## config.mk

```make
export PLATFORM = sky130hd
export DESIGN_NAME = http_chunked_body_decoder_unit
export DESIGN_NICKNAME = d
export VERILOG_FILES = /design/src/sv/hcbd_pkg.sv /design/src/sv/http_chunked_body_decoder_unit.sv
export SDC_FILE = /design/constraint.sdc
export NUM_CORES = 1
export LEC_CHECK = 0
export ABC_AREA = 0
export BUFFER_PORTS_ARGS = -buffer_cell sky130_fd_sc_hd__buf_2
export CAP_MARGIN = 20
export CORE_AREA = 5 5 185 187
export DETAILED_ROUTE_END_ITERATION = 16
export DIE_AREA = 0 0 190 192
export GPL_TIMING_DRIVEN = 0
export HOLD_SLACK_MARGIN = 0.08
export SLEW_MARGIN = 20
export SYNTH_ARGS = -nofsm -noshare
export SYNTH_HDL_FRONTEND = slang
export SYNTH_SLANG_ARGS = --single-unit
```

## constraint.sdc

```tcl
create_clock -name clk -period 7.9 [get_ports clk]
set_input_delay 1.185 -clock clk [delete_from_list [all_inputs] [get_ports clk]]
set_output_delay 1.185 -clock clk [all_outputs]
set_load 0.1 [all_outputs]
```

## src/sv/hcbd_pkg.sv

```systemverilog
`default_nettype none
// ----------------------------------------------------------------------------
// HTTP chunked body decoder package
// Shared types, character codes and helpers for the chunked body decoder.
// ----------------------------------------------------------------------------
package hcbd_pkg;

    localparam int unsigned LINE_LIMIT_DEF = 127;
    localparam logic [31:0] MAX_BODY_RESET = 32'd65536;
    localparam int unsigned SIZE_W         = 33;
    localparam logic [SIZE_W-1:0] SIZE_SAT = {SIZE_W{1'b1}};

    localparam logic [7:0] CH_CR  = 8'h0D;
    localparam logic [7:0] CH_LF  = 8'h0A;
    localparam logic [7:0] CH_SP  = 8'h20;
    localparam logic [7:0] CH_TAB = 8'h09;
    localparam logic [7:0] CH_XLO = 8'h78;
    localparam logic [7:0] CH_XUP = 8'h58;

    typedef enum logic [2:0] {
        PH_BLANK    = 3'd0,
        PH_DIGITS   = 3'd1,
        PH_REST     = 3'd2,
        PH_NODIGIT  = 3'd3,
        PH_DATA     = 3'd4,
        PH_DATA_END = 3'd5,
        PH_TRAILER  = 3'd6,
        PH_IDLE     = 3'd7
    } phase_t;

    typedef enum logic [1:0] {
        KIND_DATA  = 2'd0,
        KIND_DONE  = 2'd1,
        KIND_ERROR = 2'd2
    } kind_t;

    typedef enum logic [1:0] {
        ERR_LONG   = 2'd0,
        ERR_NOHEX  = 2'd1,
        ERR_BUDGET = 2'd2,
        ERR_CRLF   = 2'd3
    } err_t;

    typedef struct packed {
        logic       valid;
        logic [3:0] value;
    } hex_t;

    function automatic hex_t hex_decode(input logic [7:0] c);
        hex_t h;
        h.valid = 1'b1;
        h.value = 4'd0;
        if (c >= 8'h30 && c <= 8'h39) begin
            h.value = 4'(c - 8'h30);
        end else if (c >= 8'h61 && c <= 8'h66) begin
            h.value = 4'(c - 8'h57);
        end else if (c >= 8'h41 && c <= 8'h46) begin
            h.value = 4'(c - 8'h37);
        end else begin
            h.valid = 1'b0;
        end
        return h;
    endfunction

endpackage
`default_nettype wire

```

## src/sv/http_chunked_body_decoder_unit.sv

```systemverilog
`default_nettype none
// ----------------------------------------------------------------------------
// HTTP chunked body decoder
// Decodes an HTTP/1.1 chunked transfer-coded body one byte per transfer.
// ----------------------------------------------------------------------------
// The input stream carries one raw body byte per transfer in s_axis_tdata;
// s_axis_tuser set on a transfer clears the decoder so that byte begins a new
// body. Each input transfer yields zero or one result transfer on the output
// stream: a decoded data byte, a completion with the total length, or an
// error with its code. After completion or an error, bytes are dropped until
// the next transfer with s_axis_tuser set.
// The whole decode step sits between the decoder state and the result register,
// so a result shows in the cycle after its byte and the block takes one byte
// every cycle while the result register can take it. The result register holds
// one result; while it is full and the receiver holds m_axis_tready low,
// s_axis_tready is low too. The budget register is written through cfg_wr_en
// and cfg_wr_data; the user must write it only while the block is idle, which
// the block itself does not enforce. Reset loads a budget of 65536 bytes, empties
// the result register and starts a new body at its first size line; no clearing pass.
// ----------------------------------------------------------------------------
module http_chunked_body_decoder_unit
    import hcbd_pkg::*;
#(
    parameter int unsigned LINE_LIMIT = LINE_LIMIT_DEF
)
(
    input  wire logic        clk,
    input  wire logic        rst_n,
    input  wire logic        cfg_wr_en,
    input  wire logic [31:0] cfg_wr_data,
    input  wire logic        s_axis_tvalid,
    output logic             s_axis_tready,
    input  wire logic [7:0]  s_axis_tdata,   // [7:0] in_byte
    input  wire logic        s_axis_tuser,   // [0] start_body
    output logic             m_axis_tvalid,
    input  wire logic        m_axis_tready,
    output logic [47:0]      m_axis_tdata,   // [7:0] data_byte, [9:8] error_code,
                                             // [41:10] total_len, rest zero
    output logic [1:0]       m_axis_tuser    // [1:0] result_kind
);

    localparam int unsigned LC_W = $clog2(LINE_LIMIT + 1);

    logic [31:0]       max_body_reg;
    phase_t            phase_reg, phase_next;
    logic [SIZE_W-1:0] size_reg, size_next;
    logic [31:0]       chunk_reg, chunk_next;
    logic [31:0]       total_reg, total_next;
    logic [LC_W-1:0]   lc_reg, lc_next;
    logic              pcr_reg, pcr_next;
    logic              empty_reg, empty_next;

    logic              out_valid_reg, out_valid_next;
    kind_t             out_kind_reg;
    logic [7:0]        out_data_reg;
    err_t              out_code_reg;
    logic [31:0]       out_len_reg;

    logic              s_accept;
    logic              m_accept;
    logic [7:0]        b;
    phase_t            cur_phase;
    logic [SIZE_W-1:0] cur_size;
    logic [31:0]       cur_chunk;
    logic [31:0]       cur_total;
    logic [LC_W-1:0]   cur_lc;
    logic              cur_pcr;
    logic              cur_empty;
    logic [LC_W-1:0]   lc_inc;
    logic [31:0]       room;
    hex_t              hx;
    logic              res_valid;
    kind_t             res_kind;
    logic [7:0]        res_data;
    err_t              res_code;

    assign s_axis_tready = !out_valid_reg || m_axis_tready;
    assign s_accept      = s_axis_tvalid && s_axis_tready;
    assign m_accept      = out_valid_reg && m_axis_tready;
    assign b             = s_axis_tdata;

    always_comb
    begin
        cur_phase  = s_axis_tuser ? PH_BLANK : phase_reg;
        cur_size   = s_axis_tuser ? '0 : size_reg;
        cur_chunk  = s_axis_tuser ? '0 : chunk_reg;
        cur_total  = s_axis_tuser ? '0 : total_reg;
        cur_lc     = s_axis_tuser ? '0 : lc_reg;
        cur_pcr    = s_axis_tuser ? 1'b0 : pcr_reg;
        cur_empty  = s_axis_tuser ? 1'b1 : empty_reg;
        lc_inc     = cur_lc + 1'b1;
        room       = (cur_total >= max_body_reg) ? 32'd0 : max_body_reg - cur_total;
        hx         = hex_decode(b);

        phase_next = phase_reg;
        size_next  = size_reg;
        chunk_next = chunk_reg;
        total_next = total_reg;
        lc_next    = lc_reg;
        pcr_next   = pcr_reg;
        empty_next = empty_reg;
        res_valid  = 1'b0;
        res_kind   = KIND_DATA;
        res_data   = 8'd0;
        res_code   = ERR_LONG;

        if (s_accept)
        begin
            phase_next = cur_phase;
            size_next  = cur_size;
            chunk_next = cur_chunk;
            total_next = cur_total;
            lc_next    = cur_lc;
            pcr_next   = cur_pcr;
            empty_next = cur_empty;
            case (cur_phase)
                PH_IDLE:
                begin
                end
                PH_DATA:
                begin
                    total_next = cur_total + 32'd1;
                    chunk_next = cur_chunk - 32'd1;
                    if (cur_chunk == 32'd1)
                    begin
                        phase_next = PH_DATA_END;
                        pcr_next   = 1'b0;
                    end
                    res_valid = 1'b1;
                    res_kind  = KIND_DATA;
                    res_data  = b;
                end
                PH_DATA_END:
                begin
                    if ((!cur_pcr && b != CH_CR) || (cur_pcr && b != CH_LF))
                    begin
                        phase_next = PH_IDLE;
                        res_valid  = 1'b1;
                        res_kind   = KIND_ERROR;
                        res_code   = ERR_CRLF;
                    end
                    else if (!cur_pcr)
                    begin
                        pcr_next = 1'b1;
                    end
                    else
                    begin
                        phase_next = PH_BLANK;
                        size_next  = '0;
                        lc_next    = '0;
                        pcr_next   = 1'b0;
                        empty_next = 1'b1;
                    end
                end
                default:
                begin
                    lc_next = lc_inc;
                    if (cur_pcr && b == CH_LF)
                    begin
                        size_next  = '0;
                        lc_next    = '0;
                        pcr_next   = 1'b0;
                        empty_next = 1'b1;
                        case (cur_phase)
                            PH_DIGITS, PH_REST:
                            begin
                                if (cur_size > {1'b0, room})
                                begin
                                    phase_next = PH_IDLE;
                                    res_valid  = 1'b1;
                                    res_kind   = KIND_ERROR;
                                    res_code   = ERR_BUDGET;
                                end
                                else if (cur_size == '0)
                                begin
                                    phase_next = PH_TRAILER;
                                end
                                else
                                begin
                                    chunk_next = cur_size[31:0];
                                    phase_next = PH_DATA;
                                end
                            end
                            PH_TRAILER:
                            begin
                                if (cur_empty)
                                begin
                                    phase_next = PH_IDLE;
                                    res_valid  = 1'b1;
                                    res_kind   = KIND_DONE;
                                end
                                else
                                begin
                                    phase_next = PH_TRAILER;
                                end
                            end
                            default:
                            begin
                                phase_next = PH_IDLE;
                                res_valid  = 1'b1;
                                res_kind   = KIND_ERROR;
                                res_code   = ERR_NOHEX;
                            end
                        endcase
                    end
                    else if (lc_inc >= LC_W'(LINE_LIMIT))
                    begin
                        phase_next = PH_IDLE;
                        res_valid  = 1'b1;
                        res_kind   = KIND_ERROR;
                        res_code   = ERR_LONG;
                    end
                    else
                    begin
                        if (cur_phase == PH_BLANK)
                        begin
                            if (b inside {CH_SP, CH_TAB})
                            begin
                                phase_next = PH_BLANK;
                            end
                            else if (hx.valid)
                            begin
                                size_next  = SIZE_W'(hx.value);
                                phase_next = PH_DIGITS;
                            end
                            else
                            begin
                                phase_next = PH_NODIGIT;
                            end
                        end
                        else if (cur_phase == PH_DIGITS)
                        begin
                            if (hx.valid)
                            begin
                                if (cur_size[SIZE_W-1:SIZE_W-4] != 4'd0)
                                begin
                                    size_next = SIZE_SAT;
                                end
                                else
                                begin
                                    size_next = {cur_size[SIZE_W-5:0], hx.value};
                                end
                            end
                            else if ((b inside {CH_XLO, CH_XUP}) && cur_size == '0)
                            begin
                                phase_next = PH_NODIGIT;
                            end
                            else
                            begin
                                phase_next = PH_REST;
                            end
                        end
                        empty_next = (lc_inc == LC_W'(1)) && (b == CH_CR);
                        pcr_next   = (b == CH_CR);
                    end
                end
            endcase
        end

        if (s_accept && res_valid)
        begin
            out_valid_next = 1'b1;
        end
        else if (m_accept)
        begin
            out_valid_next = 1'b0;
        end
        else
        begin
            out_valid_next = out_valid_reg;
        end
    end

    always_ff @(posedge clk or negedge rst_n)
    begin
        if (!rst_n)
        begin
            max_body_reg  <= MAX_BODY_RESET;
            phase_reg     <= PH_BLANK;
            size_reg      <= '0;
            chunk_reg     <= '0;
            total_reg     <= '0;
            lc_reg        <= '0;
            pcr_reg       <= 1'b0;
            empty_reg     <= 1'b1;
            out_valid_reg <= 1'b0;
        end
        else
        begin
            if (cfg_wr_en)
            begin
                max_body_reg <= cfg_wr_data;
            end
            phase_reg     <= phase_next;
            size_reg      <= size_next;
            chunk_reg     <= chunk_next;
            total_reg     <= total_next;
            lc_reg        <= lc_next;
            pcr_reg       <= pcr_next;
            empty_reg     <= empty_next;
            out_valid_reg <= out_valid_next;
        end
    end

    always_ff @(posedge clk)
    begin
        if (s_accept && res_valid)
        begin
            out_kind_reg <= res_kind;
            out_data_reg <= res_data;
            out_code_reg <= res_code;
            out_len_reg  <= total_next;
        end
    end

    assign m_axis_tvalid = out_valid_reg;
    assign m_axis_tuser  = out_kind_reg;
    assign m_axis_tdata  = {6'd0, out_len_reg, out_code_reg, out_data_reg};

    // A chunk in progress always has bytes left to pass.
    a_chunk_nonzero: assert property (@(posedge clk) disable iff (!rst_n)
        phase_reg == PH_DATA |-> chunk_reg != 32'd0)
        else $error("data phase with no bytes remaining");

    // A line that stays open is always shorter than the limit.
    a_line_short: assert property (@(posedge clk) disable iff (!rst_n)
        (phase_reg == PH_BLANK || phase_reg == PH_DIGITS || phase_reg == PH_REST ||
         phase_reg == PH_NODIGIT || phase_reg == PH_TRAILER)
        |-> lc_reg < LC_W'(LINE_LIMIT))
        else $error("open line reached the length limit");

    // A byte taken after completion or an error produces no result.
    a_idle_silent: assert property (@(posedge clk) disable iff (!rst_n)
        s_accept && phase_reg == PH_IDLE && !s_axis_tuser |=> !out_valid_reg)
        else $error("result produced while idle");

    // Only data results carry a byte, and only errors carry a code.
    a_fields_clean: assert property (@(posedge clk) disable iff (!rst_n)
        out_valid_reg |-> (out_kind_reg == KIND_DATA || out_data_reg == 8'd0) &&
                          (out_kind_reg == KIND_ERROR || out_code_reg == ERR_LONG))
        else $error("result carries a stray field");

    // The decoded length never exceeds the budget in force.
    a_budget: assert property (@(posedge clk) disable iff (!rst_n)
        s_accept && phase_reg == PH_DATA && !s_axis_tuser
        |-> total_reg < max_body_reg || $past(cfg_wr_en))
        else $error("decoded length over budget");

endmodule
`default_nettype wire
```

==> results of run 1 <==
==> cells by family after synthesis <==
family | count (synthesis)
other | 1
AO/OA/AOI/OAI | 411
adder cells (fa/ha/maj) | 76
XOR/XNOR | 60
buffers and inverters | 116
flip-flops | 186
AND/OR/NAND/NOR | 519
multiplexers | 59
==> synthesized netlist by cell type, drive strengths merged (4+ instances only) <==
cell,count,area [µm²]
o21ai,143,716
nor2b,49,307
a21oi,77,385
nand3,42,220
and2,16,100
o31ai,9,67.6
nor4,23,178
a21o,25,188
clkbuf,53,199
o21bai,5,37.5
or3,7,43.8
o22ai,17,106
nand2b,10,62.6
mux2,33,372
a211oi,6,45.0
o21a,10,75.1
nor2,88,333
edfxtp,44,1320
buf,24,135
xnor2,33,289
o211ai,17,128
ha,75,938
nand3b,6,45.0
nor3,31,155
nand4,18,113
a2bb2oi,28,245
nor3b,6,56.3
inv,39,146
a22oi,5,37.5
a22o,4,35.0
or2,8,52.6
o311ai,10,95.1
and3,6,37.5
xor2,27,236
dfrtp,140,3500
nand2,190,713
a31oi,10,68.8
a221o,7,70.1
mux2i,26,260
o221ai,8,70.1
a41oi,4,42.6
==> power groups by stage <==
stage	clock network, µW	logic [µW]	registers [µW]
after floorplan	0	371	1040
after global placement	0	509	1050
after detailed placement	0	518	1050
after CTS	912	527	1030
after global routing	949	599	1030
final	898	538	1030
==> worst paths after layout <==
| check | endpoint | cells past startpoint | from | slack [ns] |
|---|---|---|---|---|
| worst max-delay path | out_len_reg[10] | 29 | s_axis_tuser | 0.30 |
| worst min-delay path | max_body_reg[30] | 1 | max_body_reg[30] | 0.52 |
| worst max register to register | out_len_reg[10] | 23 | total_reg[0] | 1.80 |
| worst min register to register | max_body_reg[30] | 1 | max_body_reg[30] | 0.52 |
| max in group asynchronous | max_body_reg[16] | 2 | rst_n | 6.34 |
| min in group asynchronous | chunk_reg[30] | 1 | rst_n | 0.73 |
==> worst reg2reg max path: stages, from the launching register on <==
cell and delay (ns):
dfrtp_1 0.41, nor2b_1 0.22, ha_1 0.20, inv_1 0.05
fa_1 0.43, a211oi_2 0.32, o21ai_2 0.13, a41oi_4 0.39
o211ai_1 0.17, nand4_1 0.15, a211oi_1 0.10, o41a_1 0.50
clkbuf_4 0.25, o21ai_1 0.13, ha_1 0.16, nand3_1 0.12
or4_4 0.60, o221ai_2 0.27, o31a_1 0.37, o21ai_2 0.13
o211ai_1 0.15, buf_4 0.24, o31a_2 0.17, buf_12 0.14
==> cells in the final DEF (no fill, tap or decap), types with 9 or more instances in the layout <==
cell | Yosys | final
dfrtp_1 | 140 | 140
o21ai_0 | 101 | 100
and2_1 | 16 | 16
buf_4 | 10 | 24
edfxtp_1 | 44 | 44
clkbuf_16 | 0 | 18
buf_2 | 6 | 90
clkbuf_1 | 53 | 47
nor4_1 | 19 | 18
ha_1 | 75 | 75
inv_1 | 38 | 38
o22ai_1 | 17 | 17
o211ai_1 | 17 | 17
o21ai_1 | 42 | 40
a2bb2oi_1 | 28 | 28
nand4_1 | 18 | 18
xor2_1 | 27 | 27
mux2i_1 | 26 | 26
nor2b_1 | 49 | 49
mux2_2 | 33 | 33
a31oi_1 | 9 | 9
nand2b_1 | 10 | 10
a21o_1 | 25 | 25
o21a_1 | 10 | 10
nand2_1 | 190 | 190
nand3_1 | 40 | 40
a21oi_1 | 77 | 77
nor3_1 | 31 | 30
xnor2_1 | 33 | 33
o31ai_1 | 9 | 9
nor2_1 | 87 | 87
==> layer usage <==
metal | global-route usage, % | up-vias | wire length (µm)
met5 | 0 | - | 0
met4 | 8.40 | 0 | 1330
met3 | 5.07 | 93 | 2730
met2 | 35.6 | 470 | 18500
met1 | 30.9 | 5741 | 18600
li1 | - | 5493 | -
==> through the flow <==
step	hold WS [ns]	total power, µW	setup slack (ns)	TNS, ns	area (µm²)
after floorplan	0.464	1410	0.390	0	12800
after global placement	0.494	1560	-3.08	-211.21	13800
after detailed placement	0.502	1570	-3.08	-211.29	13800
after CTS	0.521	2470	0.00567	0	14600
after global routing	0.543	2580	0.0124	0	14700
final	0.520	2470	0.305	0	14700
==> final cells by class <==
class	count	area, µm²
flip-flops and latches	186	4880
inverters	39	146
plain buffers	75	365
clock inverters	14	141
multi-input cells	1134	7530
clock buffers	18	450
well taps	442	553
fillers	3177	17600
repair buffers	102	604
==> timing repair <==
item	in CTS	in global routing
cloned	3	0
buffers inserted	6	5
endpoints found under the hold margin	0	0
resized for setup	23	18
pin swaps	4	8
setup endpoints to repair	81	81
==> impl_metrics.json, run 1 <==
{
  "status": "finished clean",
  "hpwl_um": 30200,
  "maxCapViolCount": 0,
  "path_max_fanout": 15,
  "gr-total-overflow": 0,
  "combPwrFrac_pct": 21.8,
  "final_nets": 1677,
  "cts.hold.buffers_added": 0,
  "timing.critical_path.mode_cell": "buf_4",
  "dp_cells": 1965,
  "setup_violations": 0,
  "crit_path_max_incr_delay_ns": 0.60,
  "die_h_um": 192,
  "critPathLaunchType": "input port",
  "die_x_um": 190,
  "synth-seq-cells": 186,
  "ys_async_sr_fraction_pct": 76.3,
  "yosys.area_share.simple_pct": 20.4,
  "wl_per_cell_um": 20.5,
  "end_kind": "flop",
  "min_path_type": "flop to flop",
  "clock-root-buffer": "clkbuf_16",
  "start_util_pct": 39.5,
  "slew_headroom_pct": 33.4,
  "fp.dieArea_um2": 36500,
  "htree_levels": 4,
  "switching_share_pct": 31.4,
  "ys_warn_count": 0,
  "maxSlewViolCount": 0,
  "synthXorXnorAreaFrac_pct": 4.12,
  "cp_slowest_cell": "or4_4",
  "routed_via_density": 5.87,
  "synth-edff-count": 44,
  "globalplace.congestion": 0.924,
  "p_int_uw": 1690,
  "antenna_cells": 0,
  "port-buffer-count": 89,
  "p_leak_uw": 0.00610,
  "antenna_found_initial": 0,
  "detail_route.first_pass.iterations": 6,
  "core_area_um2": 32300,
  "p_switching_uw": 774,
  "crit_type": "input port to flop",
  "grt_max_degree": 79,
  "avgSynthCellArea_um2": 8.94,
  "path_delay_family": "compound AO/OA/AOI/OAI gates",
  "tightest_slew_ns": 0.999,
  "fmax_ghz": 0.132,
  "synthCells": 1428,
  "post-route-drc-count": 0,
  "finalHoldViolCount": 0,
  "synth_top_family_by_area": "compound AO/OA/AOI/OAI gates",
  "synth_fa_ha_area_share_pct": 7.51,
  "fin_crit_sh_pct": 96.1,
  "synth_compound_area_share_pct": 21.0,
  "worstPathArrival_ns": 7.76,
  "dr.first_iter.drc_count": 1069,
  "final-instance-count-excl-fill": 2010,
  "muxShareOfSynthArea_pct": 4.95,
  "cp_num_buf_inv": 10,
  "synth_cell_types": 87,
  "cp.required_ns": 8.07,
  "yosysSeqAreaShare_pct": 38.2,
  "io_pins": 98,
  "seqPwrFrac_pct": 41.8,
  "via_count": 11800,
  "drive_above_1_share_pct": 14.4,
  "syn2layout_area_growth_pct": 14.9,
  "clock_sinks": 186,
  "grt_pass1_wl_um": 65500,
  "synth_area_um2": 12800,
  "totalWireLength_um": 41200,
  "pwr-share-clk_pct": 36.4,
  "clock_skew_ns": 0.0200,
  "cts_buffer_depth": 2,
  "first_global_vias": 11700,
  "final_core_util_pct": 45.4,
  "cts_tree": "done",
  "grtUsageTotal_pct": 22.7,
  "ys.flop_type": "dfrtp_1",
  "final_antenna_net_count": 0,
  "clock_latency_ns": 0.46,
  "fin_crit_ns": 7.60,
  "ir_worst_vdd_mv": 0.159,
  "numCtsBuffers": 17,
  "rows": 66,
  "rsz0062_at_grt": "no",
  "pwr_density_cell_nw_per_um2": 168,
  "largest_register_ffs": 33,
  "clkTransAtPathRegs_ns": 0.08
}
Power figures use the tool's default switching activity.
==> inputs of run 2 (changes only) <==
==> constraint.sdc (replaced) <==
create_clock -name clk -period 7.9 [get_ports clk]
set_input_delay 0.395 -clock clk [delete_from_list [all_inputs] [get_ports clk]]
set_output_delay 0.395 -clock clk [all_outputs]
set_load 0.1 [all_outputs]
==> run 2 against run 1 <==
Effect of this change:
- die area did not move
- register-to-register slack got worse by 0.45 ns
- non-clock buffer count fell by 9
- final area shrank 0.84%
- critical endpoint is now out_len_reg[29]
- first-iteration DRC count down 0.94%
- sequential cell count unchanged
- clock-buffer cell count rose by 5
==> impl_metrics.json, run 2 (synthesis gave the netlist of run 1 again) <==
{
  "numCtsBuffers": 17,
  "totalWireLength_um": 40100,
  "rsz0062_at_grt": "no",
  "combPwrFrac_pct": 20.9,
  "die_h_um": 192,
  "start_util_pct": 39.5,
  "crit_start": "s_axis_tuser",
  "final_common_cell": "nand2_1",
  "antenna_found_initial": 0,
  "via_count": 11600,
  "syn2layout_area_growth_pct": 14.0,
  "finalHoldViolCount": 0,
  "first_global_vias": 11300,
  "grt_pass1_wl_um": 62900,
  "pwr_density_cell_nw_per_um2": 173,
  "maxSlewViolCount": 0,
  "clkTransAtPathRegs_ns": 0.08,
  "hp-start": "cfg_wr_data[29]",
  "tightest_slew_ns": 0.953,
  "drive_above_1_share_pct": 13.3,
  "core_area_um2": 32300,
  "cp.required_ns": 8.05,
  "pwr-share-clk_pct": 38.1,
  "fp.dieArea_um2": 36500,
  "ir_worst_vdd_mv": 0.161,
  "worstPathArrival_ns": 7.63,
  "dr.first_iter.drc_count": 1059,
  "post-route-drc-count": 0,
  "clock_skew_ns": 0.0214,
  "status": "finished clean",
  "p_int_uw": 1750,
  "seqCellArea_um2": 4880,
  "globalplace.congestion": 0.928,
  "path_max_fanout": 29,
  "end_kind": "flop",
  "antenna_cells": 0,
  "clock_latency_ns": 0.46,
  "die_x_um": 190,
  "switching_share_pct": 30.4,
  "rows": 66,
  "hpwl_um": 30100,
  "seqPwrFrac_pct": 41.0,
  "slew_headroom_pct": 36.0,
  "crit_type": "input port to flop",
  "port-buffer-count": 89,
  "timing.hold.ws_ns": 0.165,
  "rr_startpoint": "total_reg[0]",
  "p_switching_uw": 764,
  "clock_sinks": 186,
  "fin_crit_sh_pct": 94.7,
  "fin_crit_ns": 7.48,
  "multiInputGateArea_um2": 7440,
  "grt_max_degree": 90,
  "gr-total-overflow": 0,
  "detail_route.first_pass.iterations": 5,
  "min_path_type": "input port to flop",
  "wl_per_cell_um": 20.1,
  "setup_violations": 0,
  "io_pins": 98,
  "fmax_ghz": 0.134,
  "p_leak_uw": 0.00605,
  "clock-root-buffer": "clkbuf_16",
  "routed_via_density": 5.79,
  "htree_levels": 4,
  "critPathLaunchType": "input port",
  "grtUsageTotal_pct": 21.7,
  "maxCapViolCount": 0,
  "cts_buffer_depth": 2,
  "final_nets": 1665,
  "final_core_util_pct": 45.0,
  "final_antenna_net_count": 0,
  "layout_common_cells": "nand2_1, dfrtp_1, o21ai_0, buf_2, nor2_1",
  "largest_register_ffs": 33,
  "fillers": 3212,
  "cts_tree": "done"
}
## run 2: cell types whose count changed in the layout (fill, tap and decap cells not counted), sizes merged
cell           before  now
buf               126  114
clkbuf             69   75
clkinv              7    2
o31a                6    3
clkdlybuf4s15       0    1
clkinvlp            1    0
dlygate4sd3         0    1
inv                43   44
## run 2: power groups by stage
| stage | combinational (µW) | sequential [µW] | clock, µW |
|---|---|---|---|
| CTS | 520 | 1030 | 973 |
| global placement | 509 | 1050 | 0 |
| detailed placement | 516 | 1050 | 0 |
| global route | 585 | 1030 | 1010 |
| floorplan | 371 | 1040 | 0 |
| finish | 525 | 1030 | 958 |
## run 2: path summary, 6_finish.rpt
check / slack [ns] / endpoint / cells after the start
max: 0.42 / out_len_reg[29] / 27
min in group asynchronous: 0.47 / chunk_reg[30] / 2
min reg2reg: 0.51 / pcr_reg / 2
max reg2reg: 1.35 / out_len_reg[29] / 22
max in group asynchronous: 6.57 / max_body_reg[16] / 3
min: 0.17 / max_body_reg[29] / 2
## run 2: repair_timing
action	in CTS	in global routing
hold buffers	1	0
resized for setup	7	7
setup endpoints to repair	81	67
hold endpoints to repair	53	0
setup buffers	0	2
pin swaps	0	2
## run 2: critical path: stages
cell and delay, ns:
clkbuf_4 0.29, buf_2 0.37, buf_2 0.35, buf_6 0.27, buf_2 0.32, nor2b_1 0.13
ha_1 0.22, inv_1 0.07, fa_1 0.22, a211oi_1 0.11, o21ai_1 0.23, a41oi_2 0.30
o211ai_1 0.35, nand4_1 0.19, a211oi_1 0.30, o41a_1 0.28, buf_2 0.28, o21ai_1 0.13
ha_1 0.31, nand3_1 0.12, or4_4 0.60, o221ai_1 0.35, o31a_1 0.40, o21ai_2 0.15
o211ai_1 0.19, o31a_4 0.36, buf_12 0.23
## run 2: layout make-up
| cell class | count | share of cell area, % |
|---|---|---|
| flip-flops and latches | 186 | 33.5 |
| plain buffers | 74 | 2.37 |
| clock buffers | 23 | 3.67 |
| well taps | 442 | 3.80 |
| inverters | 39 | 1.01 |
| clock inverters | 9 | 0.809 |
| multi-input cells | 1131 | 51.2 |
| repair buffers | 94 | 3.65 |
## run 2: metrics by stage
stage	power, µW	TNS [ns]	std cells	instance area [µm²]	setup slack, ns
finish	2510	0	1998	14500	0.420
floorplan	1410	0	1433	12800	0.675
global route	2630	0	1998	14500	0.0667
detailed placement	1570	-128.80	1966	13800	-1.93
global placement	1560	-178.71	1964	13800	-3.02
CTS	2520	0	1996	14500	0.0206
## run 2: routing by layer
metal | global-route usage, % | vias up | wire length (µm)
met5 | 0 | - | 0
met4 | 6.20 | 0 | 953
met3 | 3.91 | 69 | 2360
met2 | 34.4 | 405 | 18200
met1 | 30.7 | 5654 | 18600
li1 | - | 5449 | -
